--- config.mk ---
export PLATFORM = sky130hd
export DESIGN_NAME = capture_backend_health_policy_core_flat
export DESIGN_NICKNAME = d
export VERILOG_FILES = /design/src/hw/rtl/chbp_pkg.sv /design/src/hw/rtl/chbp_if.sv /design/src/hw/rtl/chbp_cfg_regs.sv /design/src/hw/rtl/capture_backend_health_policy_core.sv /design/src/flat_wrapper.sv
export SDC_FILE = /design/constraint.sdc
export NUM_CORES = 1
export LEC_CHECK = 0
export ABC_AREA = 0
export ABC_CLOCK_PERIOD_IN_PS = 5500
export BUFFER_PORTS_ARGS = -buffer_cell sky130_fd_sc_hd__buf_2
export CAP_MARGIN = 10
export CELL_PAD_IN_SITES_DETAIL_PLACEMENT = 2
export CELL_PAD_IN_SITES_GLOBAL_PLACEMENT = 2
export CORE_UTILIZATION = 37
export DETAILED_ROUTE_END_ITERATION = 7
export PLACE_DENSITY = 0.88
export SYNTH_ARGS = -nofsm -noshare
export SYNTH_HDL_FRONTEND = slang
export SYNTH_SLANG_ARGS = --single-unit
--- constraint.sdc ---
create_clock -name clk -period 5.5 [get_ports clk]
set_input_delay 0.275 -clock clk [delete_from_list [all_inputs] [get_ports clk]]
set_output_delay 0.275 -clock clk [all_outputs]
set_load 0.005 [all_outputs]
--- src/hw/rtl/chbp_pkg.sv ---
// Shared types and constants for the capture backend health policy block.
package chbp_pkg;

  // Configuration port geometry.
  localparam int CFG_INDEX_W = 3;
  localparam int CFG_DATA_W  = 32;

  // Fixed field widths.
  localparam int OPCODE_W = 3;
  localparam int SCORE_W  = 10;
  localparam int THR_W    = 16;

  // Register indexes on the configuration port.
  localparam logic [CFG_INDEX_W-1:0] REG_HW_SUPPORTED  = 3'd0;
  localparam logic [CFG_INDEX_W-1:0] REG_HW_ACTIVE     = 3'd1;
  localparam logic [CFG_INDEX_W-1:0] REG_LOCK_BACKEND  = 3'd2;
  localparam logic [CFG_INDEX_W-1:0] REG_LOCKED_USE_HW = 3'd3;
  localparam logic [CFG_INDEX_W-1:0] REG_DEGRADE_MS    = 3'd4;
  localparam logic [CFG_INDEX_W-1:0] REG_FAIL_THR      = 3'd5;
  localparam logic [CFG_INDEX_W-1:0] REG_SCORE_THR     = 3'd6;
  localparam logic [CFG_INDEX_W-1:0] REG_STRIP_THR     = 3'd7;

  // Register reset values.
  localparam logic [THR_W-1:0]   FAIL_THR_RESET  = 16'd3;
  localparam logic [SCORE_W-1:0] SCORE_THR_RESET = 10'd20;
  localparam logic [THR_W-1:0]   STRIP_THR_RESET = 16'd3;

  // Policy constants.
  localparam logic [SCORE_W-1:0] SCORE_MAX      = 10'd1000;
  localparam logic [SCORE_W:0]   EMPTY_STEP     = 11'd2;
  localparam logic [13:0]        STRIP_FORCE_MS = 14'd8000;

  // Event opcodes; the eighth code is unused and changes nothing.
  typedef enum logic [OPCODE_W-1:0] {
    OP_DECIDE   = 3'd0,
    OP_EMPTY    = 3'd1,
    OP_SUCCESS  = 3'd2,
    OP_SLOW     = 3'd3,
    OP_STRIP    = 3'd4,
    OP_NO_STRIP = 3'd5,
    OP_START    = 3'd6
  } op_t;

  // Configuration register contents.
  typedef struct packed {
    logic               hw_supported;
    logic               hw_active;
    logic               lock_backend;
    logic               locked_use_hw;
    logic [31:0]        degrade_ms;
    logic [THR_W-1:0]   fail_thr;
    logic [SCORE_W-1:0] score_thr;
    logic [THR_W-1:0]   strip_thr;
  } cfg_t;

endpackage

--- src/hw/rtl/chbp_if.sv ---
// Request and result channel interfaces of the capture backend health policy block.
interface chbp_event_if #(
  parameter int TIME_BITS = 48
);
  logic                         valid;
  logic                         ready;
  logic [chbp_pkg::OPCODE_W-1:0] opcode;
  logic [TIME_BITS-1:0]         now_ms;
  logic                         event_hw_flag;

  modport source (output valid, output opcode, output now_ms, output event_hw_flag,
                  input ready);
  modport sink (input valid, input opcode, input now_ms, input event_hw_flag,
                output ready);
endinterface

interface chbp_result_if;
  logic                         valid;
  logic                         ready;
  logic                         use_hw;
  logic                         reset_duplication;
  logic                         session_disabled;
  logic [chbp_pkg::SCORE_W-1:0] score_out;

  modport source (output valid, output use_hw, output reset_duplication,
                  output session_disabled, output score_out, input ready);
  modport sink (input valid, input use_hw, input reset_duplication,
                input session_disabled, input score_out, output ready);
endinterface

--- src/hw/rtl/chbp_cfg_regs.sv ---
// Configuration register file of the capture backend health policy block.
module chbp_cfg_regs (
  input  logic                              clk,
  input  logic                              rst,
  input  logic                              cfg_we,
  input  logic [chbp_pkg::CFG_INDEX_W-1:0]  cfg_index,
  input  logic [chbp_pkg::CFG_DATA_W-1:0]   cfg_data,
  output chbp_pkg::cfg_t                    cfg
);

  chbp_pkg::cfg_t cfg_q;

  // Write one register per enabled cycle; each keeps the low bits it needs.
  always_ff @(posedge clk) begin
    if (rst) begin
      cfg_q.hw_supported  <= 1'b0;
      cfg_q.hw_active     <= 1'b0;
      cfg_q.lock_backend  <= 1'b0;
      cfg_q.locked_use_hw <= 1'b0;
      cfg_q.degrade_ms    <= '0;
      cfg_q.fail_thr      <= chbp_pkg::FAIL_THR_RESET;
      cfg_q.score_thr     <= chbp_pkg::SCORE_THR_RESET;
      cfg_q.strip_thr     <= chbp_pkg::STRIP_THR_RESET;
    end else if (cfg_we) begin
      unique case (cfg_index)
        chbp_pkg::REG_HW_SUPPORTED:  cfg_q.hw_supported  <= cfg_data[0];
        chbp_pkg::REG_HW_ACTIVE:     cfg_q.hw_active     <= cfg_data[0];
        chbp_pkg::REG_LOCK_BACKEND:  cfg_q.lock_backend  <= cfg_data[0];
        chbp_pkg::REG_LOCKED_USE_HW: cfg_q.locked_use_hw <= cfg_data[0];
        chbp_pkg::REG_DEGRADE_MS:    cfg_q.degrade_ms    <= cfg_data[31:0];
        chbp_pkg::REG_FAIL_THR:      cfg_q.fail_thr      <= cfg_data[chbp_pkg::THR_W-1:0];
        chbp_pkg::REG_SCORE_THR:     cfg_q.score_thr     <= cfg_data[chbp_pkg::SCORE_W-1:0];
        chbp_pkg::REG_STRIP_THR:     cfg_q.strip_thr     <= cfg_data[chbp_pkg::THR_W-1:0];
        default: ;
      endcase
    end
  end

  assign cfg = cfg_q;

endmodule

--- src/hw/rtl/capture_backend_health_policy_core.sv ---
// Top level of the capture backend health policy block.
//
//   Channel | Direction | Handshake     | Contents
//   ev      | in        | valid/ready   | opcode, now_ms, event_hw_flag
//   res     | out       | valid/ready   | use_hw, reset_duplication, session_disabled, score_out
//   cfg     | in        | cfg_we only   | cfg_index, cfg_data (write only)
//
// One request per cycle is accepted while the result channel is not stalled. Its result is
// loaded into the result register when the request leaves the input register. The policy
// state is read and written in the single stage between the two registers, so consecutive
// requests see each other's updates. A stalled result holds the pipeline; ev.ready drops
// only when both registers are full and res.ready is low. Reset clears all state at once.
module capture_backend_health_policy_core #(
  parameter int TIME_BITS   = 48,
  parameter int STREAK_BITS = 16
) (
  input  logic                             clk,
  input  logic                             rst,
  input  logic                             cfg_we,
  input  logic [chbp_pkg::CFG_INDEX_W-1:0] cfg_index,
  input  logic [chbp_pkg::CFG_DATA_W-1:0]  cfg_data,
  chbp_event_if.sink                       ev,
  chbp_result_if.source                    res
);

  localparam int CMP_W = (STREAK_BITS > chbp_pkg::THR_W) ? STREAK_BITS : chbp_pkg::THR_W;
  localparam logic [TIME_BITS-1:0]   TIME_ONES   = {TIME_BITS{1'b1}};
  localparam logic [STREAK_BITS-1:0] STREAK_ONES = {STREAK_BITS{1'b1}};

  chbp_pkg::cfg_t cfg;

  chbp_cfg_regs u_cfg_regs (
    .clk       (clk),
    .rst       (rst),
    .cfg_we    (cfg_we),
    .cfg_index (cfg_index),
    .cfg_data  (cfg_data),
    .cfg       (cfg)
  );

  // Input register.
  logic                 s1_valid;
  chbp_pkg::op_t        s1_op;
  logic [TIME_BITS-1:0] s1_now;
  logic                 s1_flag;

  // Result register.
  logic                         o_valid;
  logic                         o_use_hw;
  logic                         o_dup;
  logic                         o_dis;
  logic [chbp_pkg::SCORE_W-1:0] o_score;

  // Policy state and its next values.
  logic [TIME_BITS-1:0]         sw_hold_until, sw_hold_until_next;
  logic [STREAK_BITS-1:0]       fail_streak, fail_streak_next;
  logic [STREAK_BITS-1:0]       strip_streak, strip_streak_next;
  logic [chbp_pkg::SCORE_W-1:0] score, score_next;
  logic                         disabled_latch, disabled_latch_next;
  logic                         last_used_hw, last_used_hw_next;
  logic                         dup_next;

  logic advance;

  // The result register frees when empty or taken; the input register follows.
  assign advance  = !o_valid || res.ready;
  assign ev.ready = !s1_valid || advance;

  always_ff @(posedge clk) begin
    if (rst) begin
      s1_valid <= 1'b0;
    end else if (ev.ready) begin
      s1_valid <= ev.valid;
    end
  end

  always_ff @(posedge clk) begin
    if (ev.valid && ev.ready) begin
      s1_op   <= chbp_pkg::op_t'(ev.opcode);
      s1_now  <= ev.now_ms;
      s1_flag <= ev.event_hw_flag;
    end
  end

  // Saturating deadlines, saturating streak steps and score steps.
  logic [TIME_BITS:0]           degrade_sum, strip_sum;
  logic [TIME_BITS-1:0]         degrade_deadline, strip_deadline;
  logic [STREAK_BITS-1:0]       fail_up, strip_up, strip_down;
  logic [chbp_pkg::SCORE_W:0]   score_plus2, score_plus1;
  logic [chbp_pkg::SCORE_W-1:0] score_up2, score_up1, score_down;
  logic                         fail_hit, strip_hit;

  always_comb begin
    degrade_sum      = {1'b0, s1_now} + (TIME_BITS+1)'(cfg.degrade_ms);
    strip_sum        = {1'b0, s1_now} + (TIME_BITS+1)'(chbp_pkg::STRIP_FORCE_MS);
    degrade_deadline = degrade_sum[TIME_BITS] ? TIME_ONES : degrade_sum[TIME_BITS-1:0];
    strip_deadline   = strip_sum[TIME_BITS] ? TIME_ONES : strip_sum[TIME_BITS-1:0];

    fail_up    = (fail_streak == STREAK_ONES) ? STREAK_ONES : fail_streak + 1'b1;
    strip_up   = (strip_streak == STREAK_ONES) ? STREAK_ONES : strip_streak + 1'b1;
    strip_down = (strip_streak == '0) ? '0 : strip_streak - 1'b1;
    fail_hit   = CMP_W'(fail_up) >= CMP_W'(cfg.fail_thr);
    strip_hit  = CMP_W'(strip_up) >= CMP_W'(cfg.strip_thr);

    score_plus2 = {1'b0, score} + chbp_pkg::EMPTY_STEP;
    score_plus1 = {1'b0, score} + 1'b1;
    score_up2   = (score_plus2 > {1'b0, chbp_pkg::SCORE_MAX}) ? chbp_pkg::SCORE_MAX
                                                                : score_plus2[chbp_pkg::SCORE_W-1:0];
    score_up1   = (score_plus1 > {1'b0, chbp_pkg::SCORE_MAX}) ? chbp_pkg::SCORE_MAX
                                                                : score_plus1[chbp_pkg::SCORE_W-1:0];
    score_down  = (score == '0) ? '0 : score - 1'b1;
  end

  // Per-opcode state update.
  always_comb begin
    sw_hold_until_next  = sw_hold_until;
    fail_streak_next    = fail_streak;
    strip_streak_next   = strip_streak;
    score_next          = score;
    disabled_latch_next = disabled_latch;
    last_used_hw_next   = last_used_hw;
    dup_next            = 1'b0;
    unique case (s1_op)
      chbp_pkg::OP_DECIDE: begin
        if (cfg.lock_backend) begin
          last_used_hw_next = cfg.hw_supported && cfg.locked_use_hw;
        end else begin
          last_used_hw_next = cfg.hw_active && !disabled_latch && (s1_now >= sw_hold_until);
        end
      end
      chbp_pkg::OP_EMPTY: begin
        score_next = score_up2;
        if (fail_hit) begin
          fail_streak_next = '0;
          dup_next         = 1'b1;
        end else begin
          fail_streak_next = fail_up;
        end
        if (!cfg.lock_backend) begin
          sw_hold_until_next = degrade_deadline;
          if (score_up2 >= cfg.score_thr) begin
            disabled_latch_next = 1'b1;
          end
        end
      end
      chbp_pkg::OP_SUCCESS: begin
        fail_streak_next = '0;
        score_next       = score_down;
      end
      chbp_pkg::OP_SLOW: begin
        if (s1_flag && !cfg.lock_backend) begin
          score_next         = score_up1;
          sw_hold_until_next = degrade_deadline;
          if (score_up1 >= cfg.score_thr) begin
            disabled_latch_next = 1'b1;
          end
        end
      end
      chbp_pkg::OP_STRIP: begin
        strip_streak_next = strip_up;
        if (s1_flag) begin
          sw_hold_until_next = strip_deadline;
        end
        if (strip_hit) begin
          disabled_latch_next = 1'b1;
        end
      end
      chbp_pkg::OP_NO_STRIP: begin
        strip_streak_next = strip_down;
      end
      chbp_pkg::OP_START: begin
        sw_hold_until_next  = '0;
        fail_streak_next    = '0;
        strip_streak_next   = '0;
        score_next          = '0;
        disabled_latch_next = 1'b0;
        last_used_hw_next   = 1'b0;
      end
      default: ;
    endcase
  end

  // State commits when the request moves into the result register.
  always_ff @(posedge clk) begin
    if (rst) begin
      sw_hold_until  <= '0;
      fail_streak    <= '0;
      strip_streak   <= '0;
      score          <= '0;
      disabled_latch <= 1'b0;
      last_used_hw   <= 1'b0;
    end else if (s1_valid && advance) begin
      sw_hold_until  <= sw_hold_until_next;
      fail_streak    <= fail_streak_next;
      strip_streak   <= strip_streak_next;
      score          <= score_next;
      disabled_latch <= disabled_latch_next;
      last_used_hw   <= last_used_hw_next;
    end
  end

  // Result register.
  always_ff @(posedge clk) begin
    if (rst) begin
      o_valid <= 1'b0;
    end else if (advance) begin
      o_valid <= s1_valid;
    end
  end

  always_ff @(posedge clk) begin
    if (s1_valid && advance) begin
      o_use_hw <= last_used_hw_next;
      o_dup    <= dup_next;
      o_dis    <= disabled_latch_next;
      o_score  <= score_next;
    end
  end

  assign res.valid             = o_valid;
  assign res.use_hw            = o_use_hw;
  assign res.reset_duplication = o_dup;
  assign res.session_disabled  = o_dis;
  assign res.score_out         = o_score;

endmodule

--- src/flat_wrapper.sv ---
// flat-port wrapper written by rule: the top's interface ports become plain ports
module capture_backend_health_policy_core_flat 
#(
  parameter int TIME_BITS   = 48,
  parameter int STREAK_BITS = 16
)
  (clk, rst, cfg_we, cfg_index, cfg_data, ev_valid, ev_opcode, ev_now_ms, ev_event_hw_flag, ev_ready, res_valid, res_use_hw, res_reset_duplication, res_session_disabled, res_score_out, res_ready);
  chbp_event_if #(.TIME_BITS(TIME_BITS)) ev_i ();
  chbp_result_if res_i ();
  input  logic clk;
  input  logic rst;
  input  logic cfg_we;
  input  logic [chbp_pkg::CFG_INDEX_W-1:0] cfg_index;
  input  logic [chbp_pkg::CFG_DATA_W-1:0] cfg_data;
  input wire logic [$bits(ev_i.valid)-1:0] ev_valid;
  input wire logic [$bits(ev_i.opcode)-1:0] ev_opcode;
  input wire logic [$bits(ev_i.now_ms)-1:0] ev_now_ms;
  input wire logic [$bits(ev_i.event_hw_flag)-1:0] ev_event_hw_flag;
  output wire logic [$bits(ev_i.ready)-1:0] ev_ready;
  output wire logic [$bits(res_i.valid)-1:0] res_valid;
  output wire logic [$bits(res_i.use_hw)-1:0] res_use_hw;
  output wire logic [$bits(res_i.reset_duplication)-1:0] res_reset_duplication;
  output wire logic [$bits(res_i.session_disabled)-1:0] res_session_disabled;
  output wire logic [$bits(res_i.score_out)-1:0] res_score_out;
  input wire logic [$bits(res_i.ready)-1:0] res_ready;
  assign ev_i.valid = ev_valid;
  assign ev_i.opcode = ev_opcode;
  assign ev_i.now_ms = ev_now_ms;
  assign ev_i.event_hw_flag = ev_event_hw_flag;
  assign ev_ready = ev_i.ready;
  assign res_valid = res_i.valid;
  assign res_use_hw = res_i.use_hw;
  assign res_reset_duplication = res_i.reset_duplication;
  assign res_session_disabled = res_i.session_disabled;
  assign res_score_out = res_i.score_out;
  assign res_i.ready = res_ready;
  capture_backend_health_policy_core #(.TIME_BITS(TIME_BITS), .STREAK_BITS(STREAK_BITS)) u_core (.clk(clk), .rst(rst), .cfg_we(cfg_we), .cfg_index(cfg_index), .cfg_data(cfg_data), .ev(ev_i), .res(res_i));
endmodule
**Word-level counts from Yosys, hierarchy flattened**

Cells that the tools add are included.

- $add $sub $neg: 8
- Multiply operators: 0
- Div/mod/pow operators: 0
- Magnitude comparators: 7
- Eq/ne operators: 18
- Shifts and indexed selects: 0
- Multiplexer cells: 26
- Bitwise operators: 0
- Reduce and logical (&&, ||, !) cells: 31

Operator list:

| operator | number |
|---|---|
| $mux W48 | 5 |
| $pmux W48 S4 | 1 |
| $mux W16 | 4 |
| $add A48 B13 Y49 const B | 1 |
| $add A48 B32 Y49 | 1 |
| $ge A48 B48 Y1 | 1 |
| $pmux W16 S3 | 1 |
| $mux W10 | 4 |
| $pmux W10 S4 | 1 |
| $add A16 B1 Y16 const B | 2 |
| $eq A16 B16 Y1 const B | 2 |
| $ge A16 B16 Y1 | 2 |
| $pmux W16 S2 | 1 |
| $gt A11 B10 Y1 const B | 2 |
| $eq A3 B3 Y1 const B | 7 |
| $ge A10 B10 Y1 | 2 |
| $reduce_and A2 Y1 | 10 |
| $logic_not A16 Y1 | 1 |
| $sub A16 B1 Y16 const B | 1 |
| $eq A3 B2 Y1 const B | 4 |
| $add A10 B1 Y11 const B | 1 |
| $add A10 B2 Y11 const B | 1 |
| $logic_not A10 Y1 | 1 |
| $sub A10 B1 Y10 const B | 1 |
| 15 further kinds | 33 |

- Flip-flop bits (word level): 237
- Bits in latches: 0
- Bits in writable memories: 0
- Bits in read-only memories: 0
- Memories kept: 0

**Longest topological paths before layout**

- Word-level depth: 7
- Gate-level depth with buffers: 20
- Gate-level depth less buffers: 19

**Cells and area by module**

A second synthesis with hierarchy kept.

- Cell total of the unflattened synthesis: 1935
- Area total of the unflattened synthesis: 16493.3 sq um

By module, submodules not included:

| module | instances | cells an instance | area each (sq um) | seq. area each (sq um) |
|---|---|---|---|---|
| capture_backend_health_policy_core | 1 | 1632 | 13182.6 | 3833.7 |
| chbp_cfg_regs | 1 | 303 | 3310.7 | 1561.5 |

**Worst setup path before layout**

OpenSTA, ideal clock, no wires.

- Path type: reg2reg
- Start point: register u_core.strip_streak[2]
- End point: register u_core.o_dis (netlist: u_core.res.session_disabled) (data pin)
- Data arrival time: 3.678 ns
- Data required time: 5.231 ns
- Setup slack: 1.553 ns
- Cell stages (with the launch flop): 19
- Period minus slack after synthesis: 3.947 ns
- Path through: dfxtp_1 -> clkbuf_1 -> and3_1 -> and3_1 -> nand3_1 -> or3_1 -> clkbuf_1 -> clkbuf_1 -> and2_1 -> ha_1 -> nand2b_1 -> a21o_1 -> a21o_1 -> a21oi_1 -> o41ai_1 -> a21oi_1 -> o21ai_0 -> a222oi_1 -> nand2_1

- Longest elaborated chain between the ends: 5

RTL lines:

| element | RTL line | RTL |
|---|---|---|
| start: declaration | capture_backend_health_policy_core.sv:57 | `logic [STREAK_BITS-1:0] strip_streak, strip_streak_next;` |
| start signal: assignment | capture_backend_health_policy_core.sv:195 | `strip_streak <= strip_streak_next;` |
| $add A16 B1 Y16 or $eq A16 B16 Y1 (tied branches) | capture_backend_health_policy_core.sv:100 | `strip_up = (strip_streak == STREAK_ONES) ? STREAK_ONES : strip_streak + 1'b1;` |
| $mux W16 * | capture_backend_health_policy_core.sv:100 |  |
| $ge A16 B16 Y1 * | capture_backend_health_policy_core.sv:103 | `strip_hit = CMP_W'(strip_up) >= CMP_W'(cfg.strip_thr);` |
| $mux W1 * | capture_backend_health_policy_core.sv:164 | `if (strip_hit) begin` |
| $pmux W1 S4 * | capture_backend_health_policy_core.sv:123 | `unique case (s1_op)` |
| named net u_core.disabled_latch_next | capture_backend_health_policy_core.sv:59 | `logic disabled_latch, disabled_latch_next;` |
| end signal: assignment | capture_backend_health_policy_core.sv:215 | `o_dis <= disabled_latch_next;` |
| end: declaration | capture_backend_health_policy_core.sv:51 | `logic o_dis;` |

Mark *: on every way through the listed nets, which the timed path passes. The rest lies on a longest branch.
A chain may end at the register's enable or synchronous reset.

**Worst setup path after layout**

- Start point: register u_core.fail_streak[0]
- End point: register u_core.o_dup (netlist: u_core.res.reset_duplication) (data pin)

- Longest elaborated chain between the ends: 4

RTL lines:

| element | RTL line | RTL |
|---|---|---|
| start: declaration | capture_backend_health_policy_core.sv:56 | `logic [STREAK_BITS-1:0] fail_streak, fail_streak_next;` |
| start signal: assignment | capture_backend_health_policy_core.sv:194 | `fail_streak <= fail_streak_next;` |
| $add A16 B1 Y16 or $eq A16 B16 Y1 (tied branches) | capture_backend_health_policy_core.sv:99 | `fail_up = (fail_streak == STREAK_ONES) ? STREAK_ONES : fail_streak + 1'b1;` |
| $mux W16 * | capture_backend_health_policy_core.sv:99 |  |
| $ge A16 B16 Y1 * | capture_backend_health_policy_core.sv:102 | `fail_hit = CMP_W'(fail_up) >= CMP_W'(cfg.fail_thr);` |
| $mux W1 * | capture_backend_health_policy_core.sv:133 | `if (fail_hit) begin` |
| end signal: assignment | capture_backend_health_policy_core.sv:214 | `o_dup <= dup_next;` |
| end: declaration | capture_backend_health_policy_core.sv:50 | `logic o_dup;` |

Mark *: on every way between the ends. The rest lies on a longest branch, timed or not.

==> impl_results.md <==
- Clk_skew: 24.57 ps
- Type of origin of the critical path: register
- RR Endpoint: u_core.res.reset_duplication$_SDFFCE_PN0P_
- Clk_lat worst skew: 580 ps
- Final setup viols: 0
- RSZ-0062 raised after global routing: false
- Logic pwr share: 0.164
- Leak Pwr: 7.339 nW
- CP Capture Type: register
- Synth Warn #: 0
- Post-synthesis area per instance: 7.912 um^2
- Peak Freq: 228.9 MHz
- Core ar.: 43270 um^2
- Starting utilization of the core area: 0.3774
- CP most frequent cell: a21oi_1
- Net switching power: 1.400 mW
- Worst IR Drop VDD: 206.1 uV
- R2r worst-path depth: 18
- Reg power frac: 0.428
- Slew Limit Fails: 0
- GP Congestion: 0.9236
- Main synth FF type: dfxtp_1
- Via density: 6.123
- HP Class: in2reg
- Number of diodes: 0
- Clock Pin Slew Worst Setup and Hold Paths: 60 ps
- IO buf count: 106
- Reg-to-Reg Start: u_core.fail_streak[0]$_SDFFE_PP0P_
- Via count: 17120
- Crit path max-delay cell type: a21o_1
- Die X: 212.1 um
- Final Non-Filler Cells: 2795
- Core Rows: 76
- EDFF count, synth: 65
- CTS tree: done
- Max incr delay on CP: 510 ps
- Critical path required time: 5800 ps
- Critical Path, Cell by Cell: ha_1 -> and3_1 -> nand3_1 -> nor3_1 -> nand4_1 -> buf_4 -> nand2_1 -> inv_1 -> ha_1 -> nand2b_1 -> a21oi_1 -> nor2b_1 -> o21ai_0 -> a21oi_1 -> o21ai_0 -> a211o_1 -> a21o_1 -> a21oi_1
- First-pass GRT wire length: 111900 um
- CP Max Fanout: 17
- Synth cell types: 86
- Pin count of the biggest net entering global routing: 92
- Path type of the worst setup path: reg2reg
- Synth Cell Area: 16330 um^2
- Pwr dens: 241.2 nW/um^2
- 1st-pass router iterations: 7
- Net count reported at finish: 2424
- Crit path arrival time: 4660 ps
- Final worst hold slack: 38.61 ps
- CTS Buf Count: 29
- FFs w/ async S/R, synth: 0
- Fin crit period: 4369 ps
- Status: complete, no violations
- Final ANT Viol Nets: 0
- Vertical die dimension: 212.1 um
- Syn Inst Count: 2064
- IO Pins: 107
- # clock sinks: 237
- Total congestion overflow: 0
- Drt total wl: 71770 um
- Max-cap violations: 0
- Final Cycle Share: 0.7943
- Post-route DRC: 0
- Syn Nets: 2301
- Hold Crit Depth: 3
- Post-CTS Setup Bufs: 0
- Initial antenna violation count: 0
- Layout cell share with drive strength beyond 1: 0.09276
- Clock power share: 0.408
- Global Route Usage Sum: 0.3201
- Layout area overhead: 16.43%
- Final Hold Fails: 0
- H-tree depth: 1
- Slew @ Worst Pin: 1177 ps
- DP HPWL: 45970 um
- Dpl cells: 2660
- Detailed Route Iter0 Violations: 1199
- Synthesized flop and latch total: 237
- Min-delay src: cfg_data[5]
- Vias in the first global route: 19420
- Longest Clk Path Bufs: 3
- Setup TNS: 0 ps
- Worst Hold Path EP: u_core.u_cfg_regs.cfg[5]$_SDFFE_PP0P_
- Post-DR wirelength/cell: 25.68 um
- Flop-to-flop setup slack: 1130 ps
- Internal power: 3.187 mW
- Rel. slew slack: 0.2122
- Root buffer cell: clkbuf_16
- Sequential element share of the synthesized area: 0.3304
- Switch share: 0.3052
- Die area: 44980 um^2
## power groups by stage
stage | Combinational (mW) | Clock, mW | Sequential [mW]
final | 0.752 | 1.87 | 1.96
after floorplan | 0.451 | 0 | 1.94
after global routing | 0.811 | 1.97 | 1.97
after detailed placement | 0.660 | 0 | 1.99
after global placement | 0.617 | 0 | 1.99
after CTS | 0.714 | 1.88 | 1.96
## critical path: cells and delay by family, from the launching register on
kind,cells,cell delay (ps)
compound gates,7,1510
simple gates,7,1410
fa+ha+maj,2,490
flops,1,410
buf+inv,2,270
## worst max path at each step
stage / endpoint / from / slack (ps)
2_1_floorplan: u_core.res.session_disabled$_DFFE_PP_ / u_core.strip_streak[2]$_SDFFE_PP0P_ / 1550
3_3_place_gp: u_core.res.session_disabled$_DFFE_PP_ / u_core.strip_streak[0]$_SDFFE_PP0P_ / 1680
3_5_place_dp: u_core.res.reset_duplication$_SDFFCE_PN0P_ / u_core.fail_streak[0]$_SDFFE_PP0P_ / 1380
4_1_cts: u_core.res.reset_duplication$_SDFFCE_PN0P_ / u_core.fail_streak[0]$_SDFFE_PP0P_ / 1130
5_1_grt: u_core.res.reset_duplication$_SDFFCE_PN0P_ / u_core.fail_streak[0]$_SDFFE_PP0P_ / 680
6_report: u_core.res.reset_duplication$_SDFFCE_PN0P_ / u_core.fail_streak[0]$_SDFFE_PP0P_ / 1130
## cell type report
type                       instances  area, um^2
clock buffer                      42       784.5
multi-input combinational       1595       10070
tap                              585       732.0
clock inverter                    12       91.34
inverter                         116       435.4
timing repair buffer             208        1500
fill                            4887       24250
sequential                       237        5395
## metal layers
layer / track usage / wire length, um
met1: 0.3756 / 29170
met2: 0.5747 / 36000
met3: 0.04077 / 3330
met4: 0.1512 / 3272
met5: 0 / 0
## flip-flops by register name (all words and copies together), names as in the netlist
name,cells
u_core.s1_flag,1
u_core.fail_streak,16
u_core.s1_valid,1
u_core.res.reset_duplication,1
u_core.s1_op,3
u_core.res.session_disabled,1
u_core.score,10
u_core.strip_streak,16
u_core.res.score_out,10
u_core.last_used_hw,1
u_core.res.valid,1
u_core.res.use_hw,1
u_core.disabled_latch,1
u_core.s1_now,48
u_core.sw_hold_until,48
u_core.u_cfg_regs.cfg,78
## through the flow
stage                     total power, mW    util  instance area, um^2  worst slack [ps]
after CTS                           4.553  0.4390                18990              1134
after detailed placement            2.651  0.4005                17330              1378
after floorplan                     2.393       -                16330              1553
after global placement              2.603  0.4005                17330              1675
after global routing                4.750  0.4394                19010             679.7
final                               4.587  0.4394                19010              1131
## cell usage after synthesis, drive strengths merged (25+ instances only)
cell	count	area share
a21o	39	0.018
a21oi	203	0.062
a311oi	28	0.015
clkbuf	99	0.023
dfxtp	172	0.21
edfxtp	65	0.12
ha	144	0.11
inv	115	0.026
nand2	300	0.069
nand2b	25	0.0096
nand3	57	0.017
nand4	38	0.015
nor2	162	0.037
nor3	48	0.015
o21ai	139	0.043
xnor2	52	0.028
xor2	43	0.023
## what timing repair did
action                                 CTS  global route
gates resized for setup                  0             0
endpoints found under the hold margin   86             0
hold buffers                            79             0
## kinds of logic (layout without fill, tap and decap cells)
group,Yosys count,count (layout),synth area share
DFF,237,237,0.3304
AOI/OAI and AO/OA,593,593,0.2335
xor gates and xnor gates,95,95,0.05095
adders and majority gates,145,145,0.1116
muxes,6,6,0.003907
and+or+nand+nor,756,756,0.2154
buffers and inverters,232,378,0.05432
## cells in the final DEF (no fill, tap or decap), types with 20 or more instances in the layout
cell / instances
a311oi_1: 28
buf_2: 105
a211oi_1: 22
inv_1: 115
a31oi_1: 20
nand2b_1: 25
edfxtp_1: 65
a21o_1: 39
a21oi_1: 202
dfxtp_1: 172
xor2_1: 43
xnor2_1: 52
nor2b_1: 22
dlygate4sd3_1: 79
o21ai_0: 137
nor3_1: 44
and3_1: 20
nand2_1: 298
nand3_1: 57
clkbuf_16: 29
nor2_1: 162
buf_4: 23
nand4_1: 38
ha_1: 144
Note: power is estimated with default switching activity, not from simulation.
